[src/rtl/core/fdcm_pkg.sv]
// Shared types and constants for the frame-difference change meter.
// No dependencies; imported by every module of the block.
package fdcm_pkg;

  // Frame store geometry
  localparam int MaxFramePixels = 1048576;
  localparam int AddrW          = $clog2(MaxFramePixels);
  localparam logic [AddrW-1:0] LastAddr = AddrW'(MaxFramePixels - 1);

  // Field widths
  localparam int PixW = 8;
  localparam int SumW = 28;
  localparam logic [SumW-1:0] SumMax = {SumW{1'b1}};
  localparam logic [PixW-1:0] MaskOn = {PixW{1'b1}};

  // Configuration register indexes
  localparam int CfgIdxW = 8;
  typedef enum logic [CfgIdxW-1:0] {
    REG_CHANGE_THRESHOLD = 8'd0,
    REG_SHOW_CHANGES     = 8'd1,
    REG_SUM_DIFFS        = 8'd2
  } cfg_reg_t;

  localparam logic [PixW-1:0] ThresholdReset = 8'd10;

  // Live configuration seen by the datapath
  typedef struct packed {
    logic [PixW-1:0] change_threshold;
    logic            show_changes;
    logic            sum_diffs;
  } cfg_t;

  // One pixel transfer heading for the difference stage
  typedef struct packed {
    logic [PixW-1:0] pixel;
    logic            last;
    logic            have_prev;
  } item_t;

endpackage

[src/rtl/core/fdcm_diff_stage.sv]
// Difference stage: compares pixel with stored pixel, accumulates the frame sum,
// and holds the output register. Depends on fdcm_pkg types.
module fdcm_diff_stage
  import fdcm_pkg::*;
(
  input  logic            clk,
  input  logic            rst,
  input  logic            load,
  input  item_t           item_in,
  input  logic [PixW-1:0] prev_pixel,
  input  cfg_t            cfg,
  output logic            free,
  output logic            out_valid,
  input  logic            out_stall,
  output logic [PixW-1:0] out_pixel,
  output logic            frame_done,
  output logic [SumW-1:0] change_sum,
  output logic            sum_valid
);

  logic            s1_valid;
  item_t           s1_item;
  logic            move;
  logic [PixW-1:0] diff;
  logic [PixW-1:0] add;
  logic [SumW:0]   sum_wide;
  logic [SumW-1:0] sum_sat;
  logic [SumW-1:0] running_sum;
  logic [PixW-1:0] pix_next;

  assign move = s1_valid && (!out_valid || !out_stall);
  assign free = !s1_valid || move;

  // Absolute difference, change decision and contribution
  always_comb begin
    diff     = (s1_item.pixel > prev_pixel) ? (s1_item.pixel - prev_pixel)
                                            : (prev_pixel - s1_item.pixel);
    add      = (diff > cfg.change_threshold) ? (cfg.sum_diffs ? diff : MaskOn) : '0;
    sum_wide = {1'b0, running_sum} + {{(SumW + 1 - PixW){1'b0}}, add};
    sum_sat  = sum_wide[SumW] ? SumMax : sum_wide[SumW-1:0];
    pix_next = (s1_item.have_prev && cfg.show_changes) ? add : s1_item.pixel;
  end

  // Stage register
  always_ff @(posedge clk) begin
    if (rst) begin
      s1_valid <= 1'b0;
    end else if (load) begin
      s1_valid <= 1'b1;
    end else if (move) begin
      s1_valid <= 1'b0;
    end
    if (load) begin
      s1_item <= item_in;
    end
  end

  // Frame accumulator
  always_ff @(posedge clk) begin
    if (rst) begin
      running_sum <= '0;
    end else if (move) begin
      if (s1_item.last) begin
        running_sum <= '0;
      end else if (s1_item.have_prev) begin
        running_sum <= sum_sat;
      end
    end
  end

  // Output register
  always_ff @(posedge clk) begin
    if (rst) begin
      out_valid <= 1'b0;
    end else if (move) begin
      out_valid <= 1'b1;
    end else if (!out_stall) begin
      out_valid <= 1'b0;
    end
    if (move) begin
      out_pixel  <= pix_next;
      frame_done <= s1_item.last;
      sum_valid  <= s1_item.last && s1_item.have_prev;
      change_sum <= (s1_item.last && s1_item.have_prev) ? sum_sat : '0;
    end
  end

`ifndef SYNTHESIS
  a_sum_valid_on_end: assert property (@(posedge clk) disable iff (rst)
    out_valid && sum_valid |-> frame_done)
    else $error("sum_valid without frame_done");
  a_sum_zero_mid: assert property (@(posedge clk) disable iff (rst)
    out_valid && !sum_valid |-> change_sum == '0)
    else $error("change_sum nonzero without sum_valid");
  a_load_when_free: assert property (@(posedge clk) disable iff (rst)
    load |-> free)
    else $error("stage overrun");
  a_sum_cleared: assert property (@(posedge clk) disable iff (rst)
    move && s1_item.last |=> running_sum == '0)
    else $error("accumulator not cleared at frame end");
`endif

endmodule

[config.mk]
export PLATFORM = sky130hd
export DESIGN_NAME = fdcm_diff_stage
export DESIGN_NICKNAME = d
export VERILOG_FILES = /design/src/rtl/core/fdcm_pkg.sv /design/src/rtl/core/fdcm_diff_stage.sv
export SDC_FILE = /design/constraint.sdc
export NUM_CORES = 1
export LEC_CHECK = 0
export BUFFER_PORTS_ARGS = -buffer_cell sky130_fd_sc_hd__buf_2
export CAP_MARGIN = 15
export CORE_MARGIN = 2
export CORE_UTILIZATION = 30
export DETAILED_ROUTE_END_ITERATION = 10
export HOLD_SLACK_MARGIN = 0.06
export PLACE_DENSITY = 0.55
export RECOVER_POWER = 100
export SLEW_MARGIN = 20
export SYNTH_ARGS = -nofsm -noshare
export SYNTH_HDL_FRONTEND = slang
export SYNTH_SLANG_ARGS = --single-unit
[constraint.sdc]
create_clock -name clk -period 6.8 [get_ports clk]
set_input_delay 1.02 -clock clk [delete_from_list [all_inputs] [get_ports clk]]
set_output_delay 1.02 -clock clk [all_outputs]
set_load 0.02 [all_outputs]
=== Yosys cells after proc, flatten, opt, wreduce, memory -nomap -nowiden ===
Cells that the tools add are included.

* Bits of input ports: 32
* Output and inout port bits: 40
* Register bits: 78
* Word-level logic and storage cells: 38

* Add/sub/neg operators: 3
* Mux-type cells: 11
* Reductions and logical operators: 11
* $lt $le $gt $ge: 2
* Eq/ne operators: 1

{| class="wikitable"
|+ Operators by type and width
! cell !! number
|-
| 2-to-1 mux 28 bit || 3
|-
| 2-to-1 mux 8 bit || 4
|-
| adder 28 x 8 -> 29 bit || 1
|-
| > comparator 8 bit || 2
|-
| subtractor 8 bit || 2
|-
| 2-to-1 mux 1 bit || 4
|-
| nonzero test 2 bit || 2
|-
| logical AND 1 bit || 3
|-
| logical NOT 1 bit || 3
|-
| logical OR 1 bit || 2
|-
| inequality test 2 x 1 -> 1 bit (second input constant) || 1
|-
| AND reduction 2 bit || 1
|}

=== Depth between registers and ports, before layout ===
Gate-level depths: netlist (run 1).

* Depth in word-level cells: 8
* Mapped depth: 25

=== Worst setup path after synthesis (run 1) ===
OpenSTA, ideal clock, no wires.

* Path kind: input -> register
* Start: input port prev_pixel[0]
* End: register change_sum[22] (data pin)
* Data arrival time: 5374 ps
* Cell stages on the path: 24
* Path buffers: 2
* Slack: 1154 ps
* Setup time: 271 ps
* Required time: 6529 ps
* Path through: ha_1 inv_1 fa_1 a211oi_1 o211ai_2 nand3_4 mux2i_1 xor2_1 ha_1 a21oi_1 o21ai_0 mux2i_1 a21o_1 clkbuf_1 a21oi_1 ha_1 fa_1 a21oi_1 o21ai_1 a21boi_4 nor3_2 buf_2 a21oi_1 a211oi_1

* Longest elaborated chain between the ends: 6
* Elaborated cells on any way between the ends: 9
* Those cells by class: 3 x add/sub; 2 x order compare; 4 x mux

{| class="wikitable"
|+ Ends and longest elaborated chain
! item !! line !! text
|-
| from (decl) || fdcm_diff_stage.sv:10 || <nowiki>input logic [PixW-1:0] prev_pixel,</nowiki>
|-
| subtractor 8 bit, or another cell as far along || fdcm_diff_stage.sv:37 || <nowiki>: (prev_pixel - s1_item.pixel);</nowiki>
|-
| 2-to-1 mux 8 bit (*) || fdcm_diff_stage.sv:36 || <nowiki>diff = (s1_item.pixel > prev_pixel) ? (s1_item.pixel - prev_pixel)</nowiki>
|-
| > comparator 8 bit / 2-to-1 mux 8 bit (equally long branches) || fdcm_diff_stage.sv:38 || <nowiki>add = (diff > cfg.change_threshold) ? (cfg.sum_diffs ? diff : MaskOn) : '0;</nowiki>
|-
| 2-to-1 mux 8 bit (*) || fdcm_diff_stage.sv:38 ||
|-
| adder 28 x 8 -> 29 bit (*) || fdcm_diff_stage.sv:39 || <nowiki>sum_wide = {1'b0, running_sum} + {{(SumW + 1 - PixW){1'b0}}, add};</nowiki>
|-
| 2-to-1 mux 28 bit (*) || fdcm_diff_stage.sv:40 || <nowiki>sum_sat = sum_wide[SumW] ? SumMax : sum_wide[SumW-1:0];</nowiki>
|-
| to (signal assigned) || fdcm_diff_stage.sv:84 || <nowiki>change_sum <= (s1_item.last && s1_item.have_prev) ? sum_sat : '0;</nowiki>
|-
| to (decl) || fdcm_diff_stage.sv:17 || <nowiki>output logic [SumW-1:0] change_sum,</nowiki>
|}

Mark *: on every way between the ends. The rest lies on a longest branch, timed or not.
A chain may end at the register's enable or synchronous reset.

=== Worst setup path in the final report (run 1) ===
* Start: input port prev_pixel[0]
* End: register change_sum[7] (data pin)

The elaborated chain is that of the path after synthesis.

==> qor.csv, run 1 <==
metric,value,unit
status,"finished, violations left",
failing checks,"max-capacitance violations, max-slew violations",
PwrDens,253.4,nW/um2
met3 wire len,608,um
RSZ-0062 raised after global routing,false,
Max VDD drop,0.0001162,V
number of vias per cell,5.009,
# hold bufs at CTS,0,
# DRC,0,
H-Tree Level Count,3,
DR top layer,met4,
area of the multi-input gates,2581,um2
Mean Syn Cell Area,9.662,um2
synthesis-to-finish area growth,15.17,%
Finish-stage setup viols,0,
vias,3947,
CTS tree,done,
Die W,131.9,um
hold crit path type,register to register,
clk buf depth,2,
Area contributors post-synth,"edfxtp_1, dfxtp_1, ha_1",
Port Buffers,71,
Max Clock Freq,159.0,MHz
n_diodes,0,
Rows,46,
Worst Path Required,6.86,ns
critical-path cell list,clkbuf_1 > ha_1 > inv_1 > fa_1 > a211oi_1 > o211ai_1 > nand3_4 > mux2i_1 > xor2_1 > ha_1 > a21oi_1 > o21ai_0 > mux2i_1 > a21o_1 > nor2_1 > ha_1 > a21o_1 > o21ai_2 > a21bo_1 > nand2_1 > and4_1 > nor2_1,
GPL Wtd Cong,0.8794,
Sink Count,78,
clock buffer count from CTS,9,
first-pass GRT wire length,19550,um
Crit. End Element,register,
Max-cap violations,1,
I/O pins,72,
GRT Total Usage,14.15,%
period utilisation layout,92.51,%
register area,2042,um2
WL met1,5997,um
Pint,0.9671,mW
max incr delay on CP,0.43,ns
final net count,633,
Initial Utilization,30.79,%
drt wl/cell,15.49,um
layout cell share with drive strength beyond 1,12.24,%
worst slew pin tran,2.345,ns
ys async rst share,0,%
Comb power frac,26.0,%
"CTS clk-pin slew, worst paths",0.06,ns
Detail Route met2 WL,5393,um
"EDFF count, synth",48,
Most used DFF post-synth,edfxtp_1,
Critical Path AT,6.35,ns
largest area contributor in the synthesized netlist,edfxtp_1,
Routed WL,12210,um
"top cells by count, synth","a21oi_1, edfxtp_1, nor2_1",
Final Max Tran Viols,43,
hpwl dp,9037,um
DRT Pass-1 Iters,4,
most frequent cell after synthesis,a21oi_1,
grt ovf,0,
largest net degree at the start of global routing,43,
Final min period,6.291,ns
syn nets,574,
CP Launch Type,primary input,
register area share after synthesis,41.60,%
Bufs and invs on worst path,2,
Core Area,15940,um2
Yosys top cell area share,29.37,%
clk_skew,0.009312,ns
Fin Setup TNS,0,ns
worst skew pair latency,0.35,ns
"Max stage delay cell, worst path",nand2_1,
Critical Path Fanout Max,13,
synthesized flop and latch total,78,
"antenna viol nets, final",0,
post-CTS sizing,0,
vias in the first global route,3714,
cell family with most CP delay,compound AO/OA/AOI/OAI gates,
die area,17400,um2
sw power,0.4656,mW
synth unique cells,56,
Mapped Area,4908,um2
clk root buf,clkbuf_16,
Sw Share,32.50,%
final hold violations,0,
postcts setup bufs,0,
Fillers,1668,
initial antenna violation count,0,
crit path kind,primary input to register,
worst rel slew slack,-56.34,%
most frequent CP cell,ha_1,
Iter 0 DRT Violations,314,
DIE HEIGHT,131.9,um
Seq pwr share,38.1,%
Mapped Cells,508,
clock network fraction of total power,35.8,%
final total power,1.433,mW
leakage power,2.170,nW
Yosys warning count,0,
-- kinds of logic after synthesis --
| kind of cell | count (synthesis) | share of synthesized area [%] |
|---|---|---|
| buffers and inverters | 61 | 5.481 |
| xor gates and xnor gates | 18 | 3.212 |
| and+or+nand+nor | 153 | 16.75 |
| muxes | 19 | 4.180 |
| AOI/OAI and AO/OA | 145 | 19.65 |
| DFF | 78 | 41.60 |
| adders and majority gates | 34 | 9.126 |
-- power groups by stage --
stage / registers [mW] / logic [mW] / clock network (mW)
after floorplan: 0.570 / 0.271 / 0
after global placement: 0.556 / 0.370 / 0
after detailed placement: 0.556 / 0.376 / 0
after CTS: 0.546 / 0.378 / 0.527
after global routing: 0.550 / 0.419 / 0.546
final: 0.547 / 0.373 / 0.513
-- per-stage QoR --
step                util [%]  instances  instance area [um2]  hold slack, ns  worst slack [ns]
detailed placement     34.06        772                 5430          0.4550            0.3142
floorplan                  -        508                 4908          0.4244             1.154
global route           35.46        788                 5653          0.5081            0.1368
CTS                    36.01        788                 5742          0.4704            0.6697
finish                 35.46        788                 5653          0.4686            0.5093
global placement       34.06        772                 5430          0.4482            0.5388
-- final timing paths --
kind | startpoint | endpoint | slack, ns | cells past startpoint
worst max-delay path | prev_pixel[0] | change_sum[7] | 0.51 | 22
worst min-delay path | running_sum[6] | running_sum[6] | 0.47 | 2
worst max register to register | s1_item[2] | change_sum[7] | 0.77 | 22
worst min register to register | running_sum[6] | running_sum[6] | 0.47 | 2
-- cells in the final DEF, fill, tap and decap left out, types with 3 or more instances in the layout --
master and instances:
a2111oi_2 4, a211oi_1 12, a21o_1 12, a21oi_1 55, a311oi_1 4, a31oi_1 9, and3_1 7, and4_1 8
buf_2 28, clkbuf_1 45, clkbuf_16 9, dfxtp_1 30, edfxtp_1 48, fa_1 3, ha_1 31, inv_1 35
mux2_2 4, mux2i_1 13, nand2_1 36, nand2b_1 5, nand3_1 9, nand3_4 3, nand4_1 5, nor2_1 44
nor2b_1 5, nor3_1 17, o21a_1 8, o21ai_0 22, xnor2_1 15, xor2_1 3
-- cell type report --
cell class | count | share of cell area [%]
Clock buffer | 9 | 3.984
Multi-Input combinational cell | 369 | 45.66
Inverter | 35 | 2.324
Timing Repair Buffer | 74 | 5.600
Sequential cell | 78 | 36.12
Tap cell | 216 | 4.781
Clock inverter | 7 | 1.527
-- worst min-delay path: stages (launching register included) --
cell     delay, ns
dfxtp_1       0.33
nand2_1       0.05
o21ai_0       0.06
-- state kept, by name, summed over array words and instances, names as in the netlist --
| register | count |
|---|---|
| out_pixel | 8 |
| sum_valid | 1 |
| s1_valid | 1 |
| change_sum | 28 |
| out_valid | 1 |
| frame_done | 1 |
| running_sum | 28 |
| s1_item | 10 |
-- routing by layer --
| metal | vias to the layer above | track usage [%] |
|---|---|---|
| met5 | - | 0 |
| met4 | 0 | 5.254 |
| met3 | 16 | 2.922 |
| met2 | 90 | 21.90 |
| met1 | 1869 | 19.49 |
| li1 | 1972 | - |
Note: power is estimated with default switching activity, not from simulation.
==> inputs of run 2 (changes only) <==
Settings changed: PLACE_DENSITY 0.55 to 0.57.
Clock period 6.8 ns to 5.1 ns, I/O delays scaled along.
==> qor.csv, run 2 (synthesis results as in run 1) <==
metric,value,unit,change
period utilisation layout,100.1,%,
RSZ-0062 raised after global routing,true,,was false
Finish-stage setup viols,1,,was 0
status,"finished, violations left",,unchanged
clk buf depth,2,,unchanged
leakage power,2.737,nW,was 2.170 nW
clock buffer count from CTS,9,,unchanged
crit path kind,primary input to register,,unchanged
Routed WL,13960,um,"was 12,210 um"
worst setup margin,-0.004140,ns,was 0.5093 ns
largest net degree at the start of global routing,30,,was 43
"CTS clk-pin slew, worst paths",0.07,ns,was 0.06 ns
Critical Path AT,5.15,ns,was 6.35 ns
hpwl dp,10010,um,was 9037 um
Core Area,15940,um2,unchanged
H-Tree Level Count,3,,unchanged
Worst Path Required,5.15,ns,was 6.86 ns
"most common cell after layout, fill and taps aside",buf_4,,was a21oi_1
worst slew pin tran,2.150,ns,was 2.345 ns
die area,17400,um2,unchanged
Critical Path Fanout Max,6,,was 13
synthesis-to-finish area growth,43.31,%,was 15.17%
hold crit path type,register to register,,unchanged
Max-cap violations,2,,was 1
GRT Total Usage,15.69,%,was 14.15%
CP Launch Type,primary input,,unchanged
final hold violations,0,,unchanged
Final min period,5.104,ns,
Top Registers,"change_sum x28, running_sum x28, s1_item x10",,unchanged
DRT Pass-1 Iters,4,,unchanged
I/O pins,72,,unchanged
final net count,719,,was 633
worst skew pair latency,0.35,ns,about the same
r2r endpoint,change_sum[23],,was change_sum[7]
"antenna viol nets, final",0,,unchanged
Fin Setup TNS,-0.004140,ns,was 0 ns
Iter 0 DRT Violations,303,,was 314
non-filler cells in the finished layout,874,,was 788
Fillers,1513,,"was 1,668"
Post-DP Area,5978,um2,was 5430 um2
number of vias per cell,4.997,,was 5.009
Final Max Tran Viols,45,,was 43
first-pass GRT wire length,21820,um,"was 19,550 um"
Rows,46,,unchanged
final total power,2.286,mW,was 1.433 mW
layout cell share with drive strength beyond 1,36.02,%,was 12.24%
vias,4367,,"was 3,947"
vias in the first global route,4330,,"was 3,714"
CTS tree,done,,unchanged
Final Cell Area,7034,um2,was 5653 um2
# hold bufs at CTS,0,,unchanged
R2R setup slack,0.02,ns,was 0.77 ns
PwrDens,325.0,nW/um2,was 253.4 nW/um2
grt ovf,0,,unchanged
worst reg2reg startpoint,s1_item[2],,unchanged
GPL Wtd Cong,0.9088,,was 0.8794
n_diodes,0,,unchanged
Critical Path Start,prev_pixel[0],,unchanged
most frequent cells in the layout,"buf_4, edfxtp_1, clkbuf_1",,"was a21oi_1, edfxtp_1, clkbuf_1"
drt wl/cell,15.97,um,was 15.49 um
CP Capture Point,change_sum[23],,was change_sum[7]
Die W,131.9,um,unchanged
Initial Utilization,30.79,%,unchanged
Max Clock Freq,195.9,MHz,
Post-Place Cells,840,,was 772
# DRC,0,,unchanged
failing checks,"max-capacitance violations, max-slew violations, negative setup slack",,"was max-capacitance violations, max-slew violations"
Max VDD drop,0.0002136,V,was 0.0001162 V
Port Buffers,71,,unchanged
clk_skew,0.01400,ns,was 0.009312 ns
Crit. End Element,register,,unchanged
Worst Reg-to-Reg Cells,21,,was 22
clk root buf,clkbuf_16,,unchanged
DIE HEIGHT,131.9,um,unchanged
Sink Count,78,,unchanged
worst rel slew slack,-44.59,%,was -56.34%
initial antenna violation count,0,,unchanged
run 2: cell count changes in the layout (fill, tap and decap cells not counted), moves of 8 or more:
cell,previous run,this run
buf_4,1,68
nor2_1,44,28
a21oi_1,55,42
buf_6,0,13
nor2_4,0,12
a21oi_2,0,8
run 2: cell type report:
cell class                 count  area [um2]  area share, %
clock buffer                  11       252.7          3.593
timing repair buffer         157        1059          15.05
sequential                    78        2042          29.03
tap                          216       270.3          3.842
inverter                      35       131.4          1.868
clock inverter                 5       62.56         0.8894
multi-input combinational    372        3217          45.73
run 2: per-layer routing:
| metal | share of wire [%] | vias to the layer above | track usage [%] |
|---|---|---|---|
| li1 | - | 2152 | - |
| met3 | 4.3 | 15 | 2.230 |
| met5 | 0 | - | 0 |
| met2 | 47 | 117 | 25.26 |
| met4 | 1.8 | 0 | 6.099 |
| met1 | 47 | 2083 | 21.30 |
run 2: worst min path at each step:
stage / start / endpoint / slack (ns) / depth (start not counted)
floorplan: s1_item[1] / frame_done / 0.42 / 0
global placement: running_sum[6] / running_sum[6] / 0.45 / 2
detailed placement: running_sum[5] / running_sum[5] / 0.46 / 2
CTS: running_sum[5] / running_sum[5] / 0.48 / 2
global route: running_sum[5] / running_sum[5] / 0.50 / 2
finish: running_sum[5] / running_sum[5] / 0.46 / 2
run 2: power by group:
part | total, mW | switching [mW] | internal, mW
logic | 0.864 | 0.442 | 0.422
clock network | 0.692 | 0.281 | 0.411
registers | 0.729 | 0.0201 | 0.709
run 2: what timing repair did:
action,4_1_cts,5_1_grt
buffers inserted,0,16
pin swaps,3,75
resized for setup,12,120
cloned,2,2
hold endpoints to repair,0,0
setup endpoints to repair,50,56
run 2: critical path, stage by stage:
cell and delay, ns:
buf_6 0.08, ha_4 0.13, inv_2 0.04, fa_2 0.41
a211oi_4 0.29, o211ai_2 0.17, nand3_4 0.21, mux2i_4 0.27
xor2_1 0.22, ha_1 0.29, nand4_1 0.16, mux2i_2 0.27
a21o_1 0.20, a21oi_2 0.06, ha_1 0.36, buf_6 0.12
and4_4 0.25, o21ai_4 0.12, a2111oi_4 0.42, xnor2_1 0.20
a21oi_1 0.10
run 2: per-stage QoR:
stage	util (%)	hold WS [ns]	setup WS, ns
6_report	44.12	0.4585	-0.004140
5_1_grt	44.12	0.4975	-0.2132
4_1_cts	39.91	0.4778	0.007977
3_5_place_dp	37.50	0.4609	-0.6827
3_3_place_gp	37.50	0.4512	-0.4929
2_1_floorplan	-	0.4244	0.01120
